===== src/rtl/core/mbps_pkg.sv =====
// masked byte pattern search: shared types and constants
// used by every module of the block, no dependencies
`timescale 1ns / 1ps

package mbps_pkg;

   localparam int DATA_W        = 8;
   localparam int ADDR_W        = 64;
   localparam int CSR_DATA_W    = 64;
   localparam int CSR_INDEX_W   = 3;
   localparam int LEN_W         = 6;
   localparam int CARE_W        = 32;
   localparam int PATTERN_WORDS = 4;
   localparam int PATTERN_BYTES = 32;
   localparam int BYTE_SEL_W    = 5;

   // register indexes of the configuration port
   typedef enum logic [CSR_INDEX_W-1:0] {
      CSR_PATTERN_WORD_0 = 3'd0,
      CSR_PATTERN_WORD_1 = 3'd1,
      CSR_PATTERN_WORD_2 = 3'd2,
      CSR_PATTERN_WORD_3 = 3'd3,
      CSR_CARE_MASK      = 3'd4,
      CSR_PATTERN_LENGTH = 3'd5,
      CSR_BASE_ADDRESS   = 3'd6
   } mbps_csr_type;

   // derived configuration handed from the register file to the compare stage
   typedef struct packed {
      logic              len_ok;
      logic [LEN_W-1:0]  len;
      logic [ADDR_W-1:0] bias;
   } mbps_cfg_type;

   // one request held in the window stage
   typedef struct packed {
      logic              valid;
      logic              last;
      logic [ADDR_W-1:0] count;
   } mbps_slot_type;

endpackage


===== src/rtl/core/mbps_cfg_regs.sv =====
// masked byte pattern search: configuration registers and pattern alignment
// depends on mbps_pkg
`timescale 1ns / 1ps

module mbps_cfg_regs #(
   parameter int MAX_PATTERN_BYTES = 32
) (
   input  logic                                        clock,
   input  logic                                        reset,
   input  logic                                        csr_write_en,
   input  logic [mbps_pkg::CSR_INDEX_W-1:0]            csr_index,
   input  logic [mbps_pkg::CSR_DATA_W-1:0]             csr_wdata,
   output logic [MAX_PATTERN_BYTES-1:0][mbps_pkg::DATA_W-1:0] eff_pattern,
   output logic [MAX_PATTERN_BYTES-1:0]                eff_care,
   output mbps_pkg::mbps_cfg_type                      cfg
);
   import mbps_pkg::*;

   logic [PATTERN_WORDS-1:0][CSR_DATA_W-1:0] pattern_ff, pattern_in;
   logic [CARE_W-1:0]                        care_ff, care_in;
   logic [LEN_W-1:0]                         len_ff, len_in;
   logic [ADDR_W-1:0]                        base_ff, base_in;

   logic [MAX_PATTERN_BYTES-1:0][DATA_W-1:0] eff_pattern_ff, eff_pattern_in;
   logic [MAX_PATTERN_BYTES-1:0]             eff_care_ff, eff_care_in;
   mbps_cfg_type                             cfg_ff, cfg_in;

   logic [PATTERN_BYTES-1:0][DATA_W-1:0]     pattern_bytes;

   always_comb begin
      pattern_in = pattern_ff;
      care_in    = care_ff;
      len_in     = len_ff;
      base_in    = base_ff;
      if (csr_write_en) begin
         case (csr_index)
            CSR_PATTERN_WORD_0: pattern_in[0] = csr_wdata;
            CSR_PATTERN_WORD_1: pattern_in[1] = csr_wdata;
            CSR_PATTERN_WORD_2: pattern_in[2] = csr_wdata;
            CSR_PATTERN_WORD_3: pattern_in[3] = csr_wdata;
            CSR_CARE_MASK:      care_in       = csr_wdata[CARE_W-1:0];
            CSR_PATTERN_LENGTH: len_in        = csr_wdata[LEN_W-1:0];
            CSR_BASE_ADDRESS:   base_in       = csr_wdata;
            default: ;
         endcase
      end
   end

   assign pattern_bytes = pattern_ff;

   // pattern reversed so that position j lines up with window entry j
   always_comb begin
      logic [LEN_W-1:0] idx;
      for (int j = 0; j < MAX_PATTERN_BYTES; j++) begin
         idx               = len_ff - LEN_W'(1) - LEN_W'(j);
         eff_pattern_in[j] = pattern_bytes[idx[BYTE_SEL_W-1:0]];
         eff_care_in[j]    = (LEN_W'(j) < len_ff) && care_ff[idx[BYTE_SEL_W-1:0]];
      end
      cfg_in.len_ok = (len_ff != '0) && (len_ff <= LEN_W'(MAX_PATTERN_BYTES));
      cfg_in.len    = len_ff;
      cfg_in.bias   = base_ff - ADDR_W'(len_ff);
   end

   always_ff @(posedge clock) begin
      if (reset) begin
         pattern_ff     <= '0;
         care_ff        <= '0;
         len_ff         <= '0;
         base_ff        <= '0;
         eff_pattern_ff <= '0;
         eff_care_ff    <= '0;
         cfg_ff         <= '0;
      end else begin
         pattern_ff     <= pattern_in;
         care_ff        <= care_in;
         len_ff         <= len_in;
         base_ff        <= base_in;
         eff_pattern_ff <= eff_pattern_in;
         eff_care_ff    <= eff_care_in;
         cfg_ff         <= cfg_in;
      end
   end

   assign eff_pattern = eff_pattern_ff;
   assign eff_care    = eff_care_ff;
   assign cfg         = cfg_ff;

endmodule


===== src/rtl/core/mbps_window.sv =====
// masked byte pattern search: input stage, byte window and region byte count
// depends on mbps_pkg
`timescale 1ns / 1ps

module mbps_window #(
   parameter int MAX_PATTERN_BYTES = 32
) (
   input  logic                                        clock,
   input  logic                                        reset,
   input  logic                                        req_valid,
   output logic                                        req_ready,
   input  logic [mbps_pkg::DATA_W-1:0]                 req_data_byte,
   input  logic                                        req_region_last,
   input  logic                                        slot_take,
   output mbps_pkg::mbps_slot_type                     slot,
   output logic [MAX_PATTERN_BYTES-1:0][mbps_pkg::DATA_W-1:0] window
);
   import mbps_pkg::*;

   logic [MAX_PATTERN_BYTES-1:0][DATA_W-1:0] window_ff, window_in;
   logic                                     valid_ff, valid_in;
   logic                                     last_ff, last_in;
   logic [ADDR_W-1:0]                        count_ff, count_in;
   logic [ADDR_W-1:0]                        offset;
   logic                                     accept;

   assign req_ready = !valid_ff || slot_take;
   assign accept    = req_valid && req_ready;

   // bytes already seen in this region; a region ends at its last byte
   assign offset = last_ff ? '0 : count_ff;

   always_comb begin
      window_in = window_ff;
      last_in   = last_ff;
      count_in  = count_ff;
      valid_in  = valid_ff && !slot_take;
      if (accept) begin
         for (int j = MAX_PATTERN_BYTES - 1; j > 0; j--) begin
            window_in[j] = window_ff[j-1];
         end
         window_in[0] = req_data_byte;
         last_in      = req_region_last;
         count_in     = (&offset) ? offset : offset + ADDR_W'(1);
         valid_in     = 1'b1;
      end
   end

   always_ff @(posedge clock) begin
      if (reset) begin
         window_ff <= '0;
         valid_ff  <= 1'b0;
         last_ff   <= 1'b0;
         count_ff  <= '0;
      end else begin
         window_ff <= window_in;
         valid_ff  <= valid_in;
         last_ff   <= last_in;
         count_ff  <= count_in;
      end
   end

   assign slot.valid = valid_ff;
   assign slot.last  = last_ff;
   assign slot.count = count_ff;
   assign window     = window_ff;

endmodule


===== src/rtl/core/mbps_match.sv =====
// masked byte pattern search: parallel masked compare and result register
// depends on mbps_pkg
`timescale 1ns / 1ps

module mbps_match #(
   parameter int MAX_PATTERN_BYTES = 32
) (
   input  logic                                        clock,
   input  logic                                        reset,
   input  mbps_pkg::mbps_slot_type                     slot,
   input  logic [MAX_PATTERN_BYTES-1:0][mbps_pkg::DATA_W-1:0] window,
   input  logic [MAX_PATTERN_BYTES-1:0][mbps_pkg::DATA_W-1:0] eff_pattern,
   input  logic [MAX_PATTERN_BYTES-1:0]                eff_care,
   input  mbps_pkg::mbps_cfg_type                      cfg,
   output logic                                        slot_take,
   output logic                                        rsp_valid,
   input  logic                                        rsp_ready,
   output logic                                        rsp_found,
   output logic [mbps_pkg::ADDR_W-1:0]                 rsp_match_address
);
   import mbps_pkg::*;

   logic                      rsp_valid_ff, rsp_valid_in;
   logic                      found_ff, found_in;
   logic [ADDR_W-1:0]         address_ff, address_in;
   logic                      done_ff, done_in;

   logic [MAX_PATTERN_BYTES-1:0] byte_ok;
   logic                      hit;
   logic                      report;

   always_comb begin
      for (int j = 0; j < MAX_PATTERN_BYTES; j++) begin
         byte_ok[j] = !eff_care[j] || (window[j] == eff_pattern[j]);
      end
   end

   assign hit       = cfg.len_ok && (slot.count >= ADDR_W'(cfg.len)) && (&byte_ok);
   assign report    = !done_ff && (hit || slot.last);
   assign slot_take = slot.valid && (!rsp_valid_ff || rsp_ready);

   always_comb begin
      rsp_valid_in = rsp_valid_ff && !rsp_ready;
      found_in     = found_ff;
      address_in   = address_ff;
      done_in      = done_ff;
      if (slot_take) begin
         if (report) begin
            rsp_valid_in = 1'b1;
            found_in     = hit;
            address_in   = hit ? cfg.bias + slot.count : '0;
         end
         done_in = slot.last ? 1'b0 : (done_ff || hit);
      end
   end

   always_ff @(posedge clock) begin
      if (reset) begin
         rsp_valid_ff <= 1'b0;
         done_ff      <= 1'b0;
      end else begin
         rsp_valid_ff <= rsp_valid_in;
         done_ff      <= done_in;
      end
   end

   always_ff @(posedge clock) begin
      found_ff   <= found_in;
      address_ff <= address_in;
   end

   assign rsp_valid         = rsp_valid_ff;
   assign rsp_found         = found_ff;
   assign rsp_match_address = address_ff;

endmodule


===== src/rtl/core/masked_byte_pattern_search.sv =====
// masked byte pattern search: top level
// depends on mbps_pkg, mbps_cfg_regs, mbps_window, mbps_match
`timescale 1ns / 1ps

// usage
//  - req_ channel carries the bytes of a region, one per request; req_region_last
//    marks the final byte, after which the next byte starts a new region
//  - rsp_ channel gives at most one response per region: found with
//    base_address plus match offset at the byte that completes the first match,
//    or not-found (address zero) at the region's last byte
//  - csr_ port writes pattern words, care mask, pattern length and base
//    address; write only while no request is in flight
//  - an accepted request is held in the window register, and its response is
//    registered in the response register once that register is free to take it
//  - throughput: one request per cycle while rsp_ready does not stall, set by the
//    single compare stage between the window register and the response register
//  - a stalled rsp_ready holds the response; one more request is still taken
//    into the window stage, after which req_ready drops until the response drains
//  - reset clears the configuration, the window and the region state

module masked_byte_pattern_search #(
   parameter int MAX_PATTERN_BYTES = 32
) (
   input  logic                               clock,
   input  logic                               reset,
   input  logic                               csr_write_en,
   input  logic [mbps_pkg::CSR_INDEX_W-1:0]   csr_index,
   input  logic [mbps_pkg::CSR_DATA_W-1:0]    csr_wdata,
   input  logic                               req_valid,
   output logic                               req_ready,
   input  logic [mbps_pkg::DATA_W-1:0]        req_data_byte,
   input  logic                               req_region_last,
   output logic                               rsp_valid,
   input  logic                               rsp_ready,
   output logic                               rsp_found,
   output logic [mbps_pkg::ADDR_W-1:0]        rsp_match_address
);
   import mbps_pkg::*;

   // pattern aligned to window order, re-registered from the stored pattern after each write
   logic [MAX_PATTERN_BYTES-1:0][DATA_W-1:0] eff_pattern;
   logic [MAX_PATTERN_BYTES-1:0]             eff_care;
   mbps_cfg_type                             cfg;

   // window stage contents and hand-off to the compare stage
   mbps_slot_type                            slot;
   logic [MAX_PATTERN_BYTES-1:0][DATA_W-1:0] window;
   logic                                     slot_take;

   mbps_cfg_regs #(
      .MAX_PATTERN_BYTES (MAX_PATTERN_BYTES)
   ) u_cfg_regs (
      .clock        (clock),
      .reset        (reset),
      .csr_write_en (csr_write_en),
      .csr_index    (csr_index),
      .csr_wdata    (csr_wdata),
      .eff_pattern  (eff_pattern),
      .eff_care     (eff_care),
      .cfg          (cfg)
   );

   // shifts each accepted byte in and counts bytes of the current region
   mbps_window #(
      .MAX_PATTERN_BYTES (MAX_PATTERN_BYTES)
   ) u_window (
      .clock           (clock),
      .reset           (reset),
      .req_valid       (req_valid),
      .req_ready       (req_ready),
      .req_data_byte   (req_data_byte),
      .req_region_last (req_region_last),
      .slot_take       (slot_take),
      .slot            (slot),
      .window          (window)
   );

   // compares every window byte at once and keeps the per-region done flag
   mbps_match #(
      .MAX_PATTERN_BYTES (MAX_PATTERN_BYTES)
   ) u_match (
      .clock             (clock),
      .reset             (reset),
      .slot              (slot),
      .window            (window),
      .eff_pattern       (eff_pattern),
      .eff_care          (eff_care),
      .cfg               (cfg),
      .slot_take         (slot_take),
      .rsp_valid         (rsp_valid),
      .rsp_ready         (rsp_ready),
      .rsp_found         (rsp_found),
      .rsp_match_address (rsp_match_address)
   );

endmodule


===== config.mk =====
export PLATFORM = sky130hd
export DESIGN_NAME = masked_byte_pattern_search
export DESIGN_NICKNAME = d
export VERILOG_FILES = /design/src/rtl/core/mbps_pkg.sv /design/src/rtl/core/mbps_cfg_regs.sv /design/src/rtl/core/mbps_window.sv /design/src/rtl/core/mbps_match.sv /design/src/rtl/core/masked_byte_pattern_search.sv
export SDC_FILE = /design/constraint.sdc
export NUM_CORES = 2
export LEC_CHECK = 0
export ABC_AREA = 1
export BUFFER_PORTS_ARGS = -buffer_cell sky130_fd_sc_hd__buf_2
export CORE_ASPECT_RATIO = 2
export CORE_MARGIN = 5
export CORE_UTILIZATION = 40
export CTS_BUF_LIST = sky130_fd_sc_hd__clkbuf_16
export DETAILED_ROUTE_END_ITERATION = 6
export PLACE_DENSITY = 0.68
export SLEW_MARGIN = 5
export SYNTH_ARGS = -nofsm -noshare
export SYNTH_HDL_FRONTEND = slang
export SYNTH_SLANG_ARGS = --single-unit
export TNS_END_PERCENT = 1

===== constraint.sdc =====
create_clock -name clock -period 4 [get_ports clock]
set_input_delay 0.4 -clock clock [delete_from_list [all_inputs] [get_ports clock]]
set_output_delay 0.4 -clock clock [all_outputs]
set_load 0.005 [all_outputs]

* After elaboration in Yosys (flattened, before gate mapping) *
Index checks and enable logic that the tools add are counted.

word-level totals
  register bits after elaboration = 1,106
  output and inout port bits = 67
  word-level logic and storage cells = 480

operators by class
  $add $sub $neg = 35
  $lt $le $gt $ge = 66
  eq/ne operators = 38
  mux-type cells = 134
  reduce and logical (&&, ||, !) cells = 125

operator list
  operator                                                              count
  8-bit binary-select mux with 5-bit select                             32
  8-bit == test                                                         32
  8-bit 2-to-1 mux                                                      32
  5-bit by 6-bit < comparator with 1-bit output, second input constant  32
  1-bit binary-select mux with 5-bit select                             32
  64-bit 2-to-1 mux                                                     2
  5-bit by 6-bit < comparator with 1-bit output, first input constant   16
  5-bit subtractor, second input constant                               16
  64-bit by 1-bit adder with 64-bit output, second input constant       1
  64-bit adder                                                          1
  64-bit by 6-bit greater-or-equal comparator with 1-bit output         1
  64-bit AND reduction                                                  1
  64-bit by 6-bit subtractor with 64-bit output                         1
  4-bit by 6-bit < comparator with 1-bit output, first input constant   8
  1-bit logical AND                                                     40
  5-bit by 4-bit subtractor with 5-bit output, second input constant    8
  1-bit logical NOT                                                     37
  1-bit logical OR                                                      36
  1-bit 2-to-1 mux                                                      36
  32-bit AND reduction                                                  1
  3-bit by 6-bit < comparator with 1-bit output, first input constant   4
  5-bit by 3-bit subtractor with 5-bit output, second input constant    4
  2-bit AND reduction                                                   8
  1-bit by 6-bit < comparator with 1-bit output, first input constant   2
  other kinds (9)                                                       15

* Longest topological paths before layout *
  depth after elaboration = 8
  mapped depth = 21
  depth with buffers taken out = 18

* Cells and area by module *
Synthesis repeated with hierarchy kept, for this count alone.

unflattened totals
  cell total of the unflattened synthesis = 10,985
  area, all modules = 67,101.9 um^2

by module, submodules not included
  module         times used  cells an instance  area each (um^2)  seq. area each (um^2)
  mbps_cfg_regs  1           7,097              41,987.8          14,353.8
  mbps_window    1           2,089              14,109.8          6,446.2
  mbps_match     1           1,799              11,004.3          1,991.9

* Worst setup path before layout *
Ideal clock, no wire load.

  path kind = reg-to-reg
  start point = register u_cfg_regs.len_ff[0]
  end point = register u_cfg_regs.eff_pattern_ff, in the netlist u_cfg_regs.eff_pattern[185]
  setup time = 86 ps
  arrival time = 3,805 ps
  slack = 109 ps
  stages on the path, launching flop included = 21
  cells stage by stage = dfxtp_1 > buf_4 > inv_4 > buf_2 > buf_2 > ha_1 > inv_2 > nand2_1 > and2_1 > buf_4 > buf_2 > buf_1 > ha_1 > inv_1 > nor2_1 > xor2_4 > clkbuf_1 > nand2_1 > nand2_1 > inv_1 > a211oi_1

between the ends
  word-level cells in the longest chain between the ends = 4

RTL lines
  what                                         line                 RTL
  from (decl)                                  mbps_cfg_regs.sv:21  logic [LEN_W-1:0] len_ff, len_in;
  from (signal assigned)                       mbps_cfg_regs.sv:76  len_ff <= len_in;
  5-bit by 1-bit subtractor with 5-bit output  mbps_cfg_regs.sv:55  idx = len_ff - LEN_W'(1) - LEN_W'(j);
  5-bit subtractor                             mbps_cfg_regs.sv:55
  8-bit binary-select mux with 5-bit select    mbps_cfg_regs.sv:56  eff_pattern_in[j] = pattern_bytes[idx[BYTE_SEL_W-1:0]];
  8-bit 2-to-1 mux (not written as such)       mbps_cfg_regs.sv:56
  to (signal assigned)                         mbps_cfg_regs.sv:78  eff_pattern_ff <= eff_pattern_in;
  to (decl)                                    mbps_cfg_regs.sv:24  logic [MAX_PATTERN_BYTES-1:0][DATA_W-1:0] eff_pattern_ff, eff_pattern_in;

No other way between the ends. The select of a mux whose other input is x is not followed.
A chain may end at the register's enable or synchronous reset.

* Worst setup path after layout *
  start point = register u_cfg_regs.len_ff[1]
  end point = register u_cfg_regs.eff_pattern_ff, in the netlist u_cfg_regs.eff_pattern[220]

Same word-level chain as after synthesis.

==> metrics.txt <==
outcome=finished, violations left; failing checks=DRC; Clock Tree Buf Depth=3; Gate Count Post-Synth=approximately 9600; top cell type's share of synthesized area=33.2%; CP endpoint kind=register; # setup viols final=0; worst-path cell chain=inv_2 -> ha_4 -> inv_2 -> nand2_1 -> and2_4 -> clkinv_1 -> ha_1 -> a21oi_4 -> xor2_4 -> buf_4 -> nand2_1 -> nand2_1 -> inv_1 -> a211oi_1; sequential area share after synthesis=36.3%; Top Usage Layer GRT=met2; Synth-to-Final Area Change=14.5%; CP max stage cell=a211oi_1; worst clock skew=about 0.063 ns; largest net degree at the start of global routing=184; GR Util met3=7.75%; later-pin clock latency in the skew report=0.80 ns; peak supply drop=0.426 mV; final hold viol count=0; Final nets=10000; ys flop type=dfxtp_1; post-synthesis async set-or-reset flop share=0%; die area=0.166 mm²; Setup Buffers After CTS=0; die width=290 µm; Least-Margin Pin Slew=1.25 ns; number of port buffers=147; total gr overflow=0; clock sink count=1106; worst path bufs/invs=5; Crit path max-delay family=compound AO/OA/AOI/OAI gates; worst flop-to-flop path startpoint=u_cfg_regs.len_ff[1]; Mapped Area=around 0.063 mm²; Post-CTS Resized=0; Rows=205; setup tns final=0 ns; Top cell by count, worst path=nand2_1; cell area power density=462 mW/mm²; fin crit period=3.86 ns; LEAKAGE=0.0301 µW; placer congestion estimate=1.13; DRC Markers=9; vias=67600; CTS Root Buffer Type=clkbuf_16; largest cells by area after synthesis=dfxtp_1, o21ai_0, nand2_1, nor2_1, inv_1; layout cells sized above 1=9.28%; Vias/cell=5.62; antenna violations before repair=27; worst setup slack after layout=0.141 ns; Syn Area/Cell=~6.5 µm²; CP max FO=23; CP Launch Point=u_cfg_regs.len_ff[1]; hold_sp=csr_wdata[34]; Core ar.=between 0.15 and 0.2 mm²; Routed Antenna Nets=0; number of synthesized register bits=1106; Worst slew margin=15.7%; Initial Util=40.3%; drt first pass iters=7; Distinct cells, synth=69; Worst-path clk slew=0.07 ns; DP Worst Slack=0.271 ns; Syn Nets=between 9000 and 10000; Tot GR Track Use=42.1%; met2 usage=a little under three quarters; hold buffers post-CTS=18; WS Path Type=register to register; Critical Path RT=4.57 ns; die height=570 µm; Startpoint Class=register; RSZ-0062 raised after global routing=no; met1 GRT Util=37.5%; max incr delay on CP=slightly above 0.8 ns; Final period util=96.5%; first-pass GRT wire length=~500000 µm; Routed WL per cell=30.2 µm; Final Max Slew Viols=0; CTS tree=built; worst min path class=input pin to register; Routed Wire Length=363000 µm; Num CTS Buffers=roughly 110; Ys Warns=0; DP HPWL=about 300000 µm; H-tree levels=3; Arr. time, crit path=4.43 ns; Synth area leader=dfxtp_1; Max Cap Violations=0; vias in the first global route=64100; number of synthesized flops with an enable pin=65; Ports=148; DRT iter0 DRCs=6423; Achievable Freq=259 MHz
-- layer usage --
| metal | routed length [µm] | vias up |
|---|---|---|
| met1 | 110000 | 31600 |
| li1 | - | 31700 |
| met3 | 21800 | 1372 |
| met4 | 61000 | 6 |
| met2 | 170000 | 2978 |
| met5 | 27 | - |
-- cell usage in the layout (no fill, tap or decap), drive strengths merged, types with 11 or more instances in the layout --
cell type,n
nand2,2016
o21ai,1927
nor2,1634
dfxtp,1041
inv,881
buf,634
a21oi,560
xnor2,261
nand3,132
clkbuf,109
a31oi,103
ha,91
edfxtp,65
nor3,63
xor2,63
nand4,62
clkinv,47
mux2i,44
a211oi,35
diode,24
nor3b,23
dlygate4sd3,18
o21bai,15
a21o,14
bufinv,13
or2,12
nor4,11
o22ai,11
-- final timing paths --
| kind | slack, ns | endpoint | cells past startpoint |
|---|---|---|---|
| setup / recovery | 0.14 | u_cfg_regs.eff_pattern[220] | 14 |
| hold reg to reg | 0.46 | u_cfg_regs.pattern_bytes[11] | 2 |
| hold / removal | 0.03 | u_cfg_regs.pattern_bytes[162] | 3 |
| setup reg to reg | 0.14 | u_cfg_regs.eff_pattern[220] | 14 |
-- synthesized netlist by cell type, types with 11 or more instances --
master,number
dfxtp_1,1041
buf_4,12
o22ai_1,11
mux2i_1,44
a21o_1,14
clkbuf_1,392
nor2_1,1618
nor2_2,15
a21oi_1,557
nand2_1,2009
nor3b_1,21
buf_2,98
o21ai_0,1819
xor2_1,51
buf_1,23
a31oi_1,103
nand3_1,130
o21ai_1,104
a211oi_1,29
inv_1,830
nor3_1,58
nor4_1,11
buf_6,13
edfxtp_1,65
o21bai_1,15
inv_2,23
ha_1,91
nand4_1,61
xnor2_1,252
-- logic make-up after synthesis --
family	after synthesis	share of synthesized area [%]
flip-flops	1106	36.3
multiplexers	50	0.809
XOR/XNOR	324	5.02
AO/OA/AOI/OAI	2695	22.2
AND/OR/NAND/NOR	3975	25.0
adder cells (fa/ha/maj)	93	1.88
buffers and inverters	1398	8.82
-- final cells by class --
type                       instances  area [µm²]
antenna                           24        60.1
clock buffer                     109        2730
clock inverter                    87         922
fill                           16400       84000
inverter                         858        3250
multi-input combinational       7137       34600
sequential                      1106       22800
tap                             2070        2590
timing repair buffer             652        5040
-- power by group --
group | internal [µW] | switching, µW
sequential | 12100 | 1160
combinational | 2710 | 6340
clock | 5850 | 5100
-- worst reg2reg max path, stage by stage (launching register included) --
cell      delay [ns]
dfxtp_1         0.34
inv_2           0.16
ha_4            0.23
inv_2           0.05
nand2_1         0.06
and2_4          0.25
clkinv_1        0.39
ha_1            0.40
a21oi_4         0.22
xor2_4          0.21
buf_4           0.32
nand2_1         0.09
nand2_1         0.07
inv_1           0.05
a211oi_1        0.82
-- registers in the layout, summed over array words and instances, names as in the netlist --
| signal | count |
|---|---|
| u_window.window | 256 |
| u_window.last_ff | 1 |
| u_cfg_regs.cfg | 71 |
| u_window.valid_ff | 1 |
| u_cfg_regs.base_ff | 64 |
| u_cfg_regs.len_ff | 6 |
| u_cfg_regs.pattern_bytes | 256 |
| u_cfg_regs.eff_pattern | 256 |
| u_window.count_ff | 64 |
| u_match.rsp_match_address | 64 |
| u_cfg_regs.care_ff | 32 |
| u_match.done_ff | 1 |
| u_cfg_regs.eff_care | 32 |
| u_match.rsp_valid | 1 |
| u_match.rsp_found | 1 |
-- per-stage QoR --
step	hold WS [ns]	total power (µW)	utilization (%)	cell area (µm²)	instances
6_report	0.0322	33200	46.1	71900	12000
2_1_floorplan	0.417	17600	-	62800	9641
4_1_cts	0.000366	33100	46.1	71900	12000
3_5_place_dp	0.441	22200	43.6	68000	11800
5_1_grt	0.0236	34200	46.1	71900	12000
3_3_place_gp	0.444	22200	43.6	68000	11800
Power figures use the tool's default switching activity.
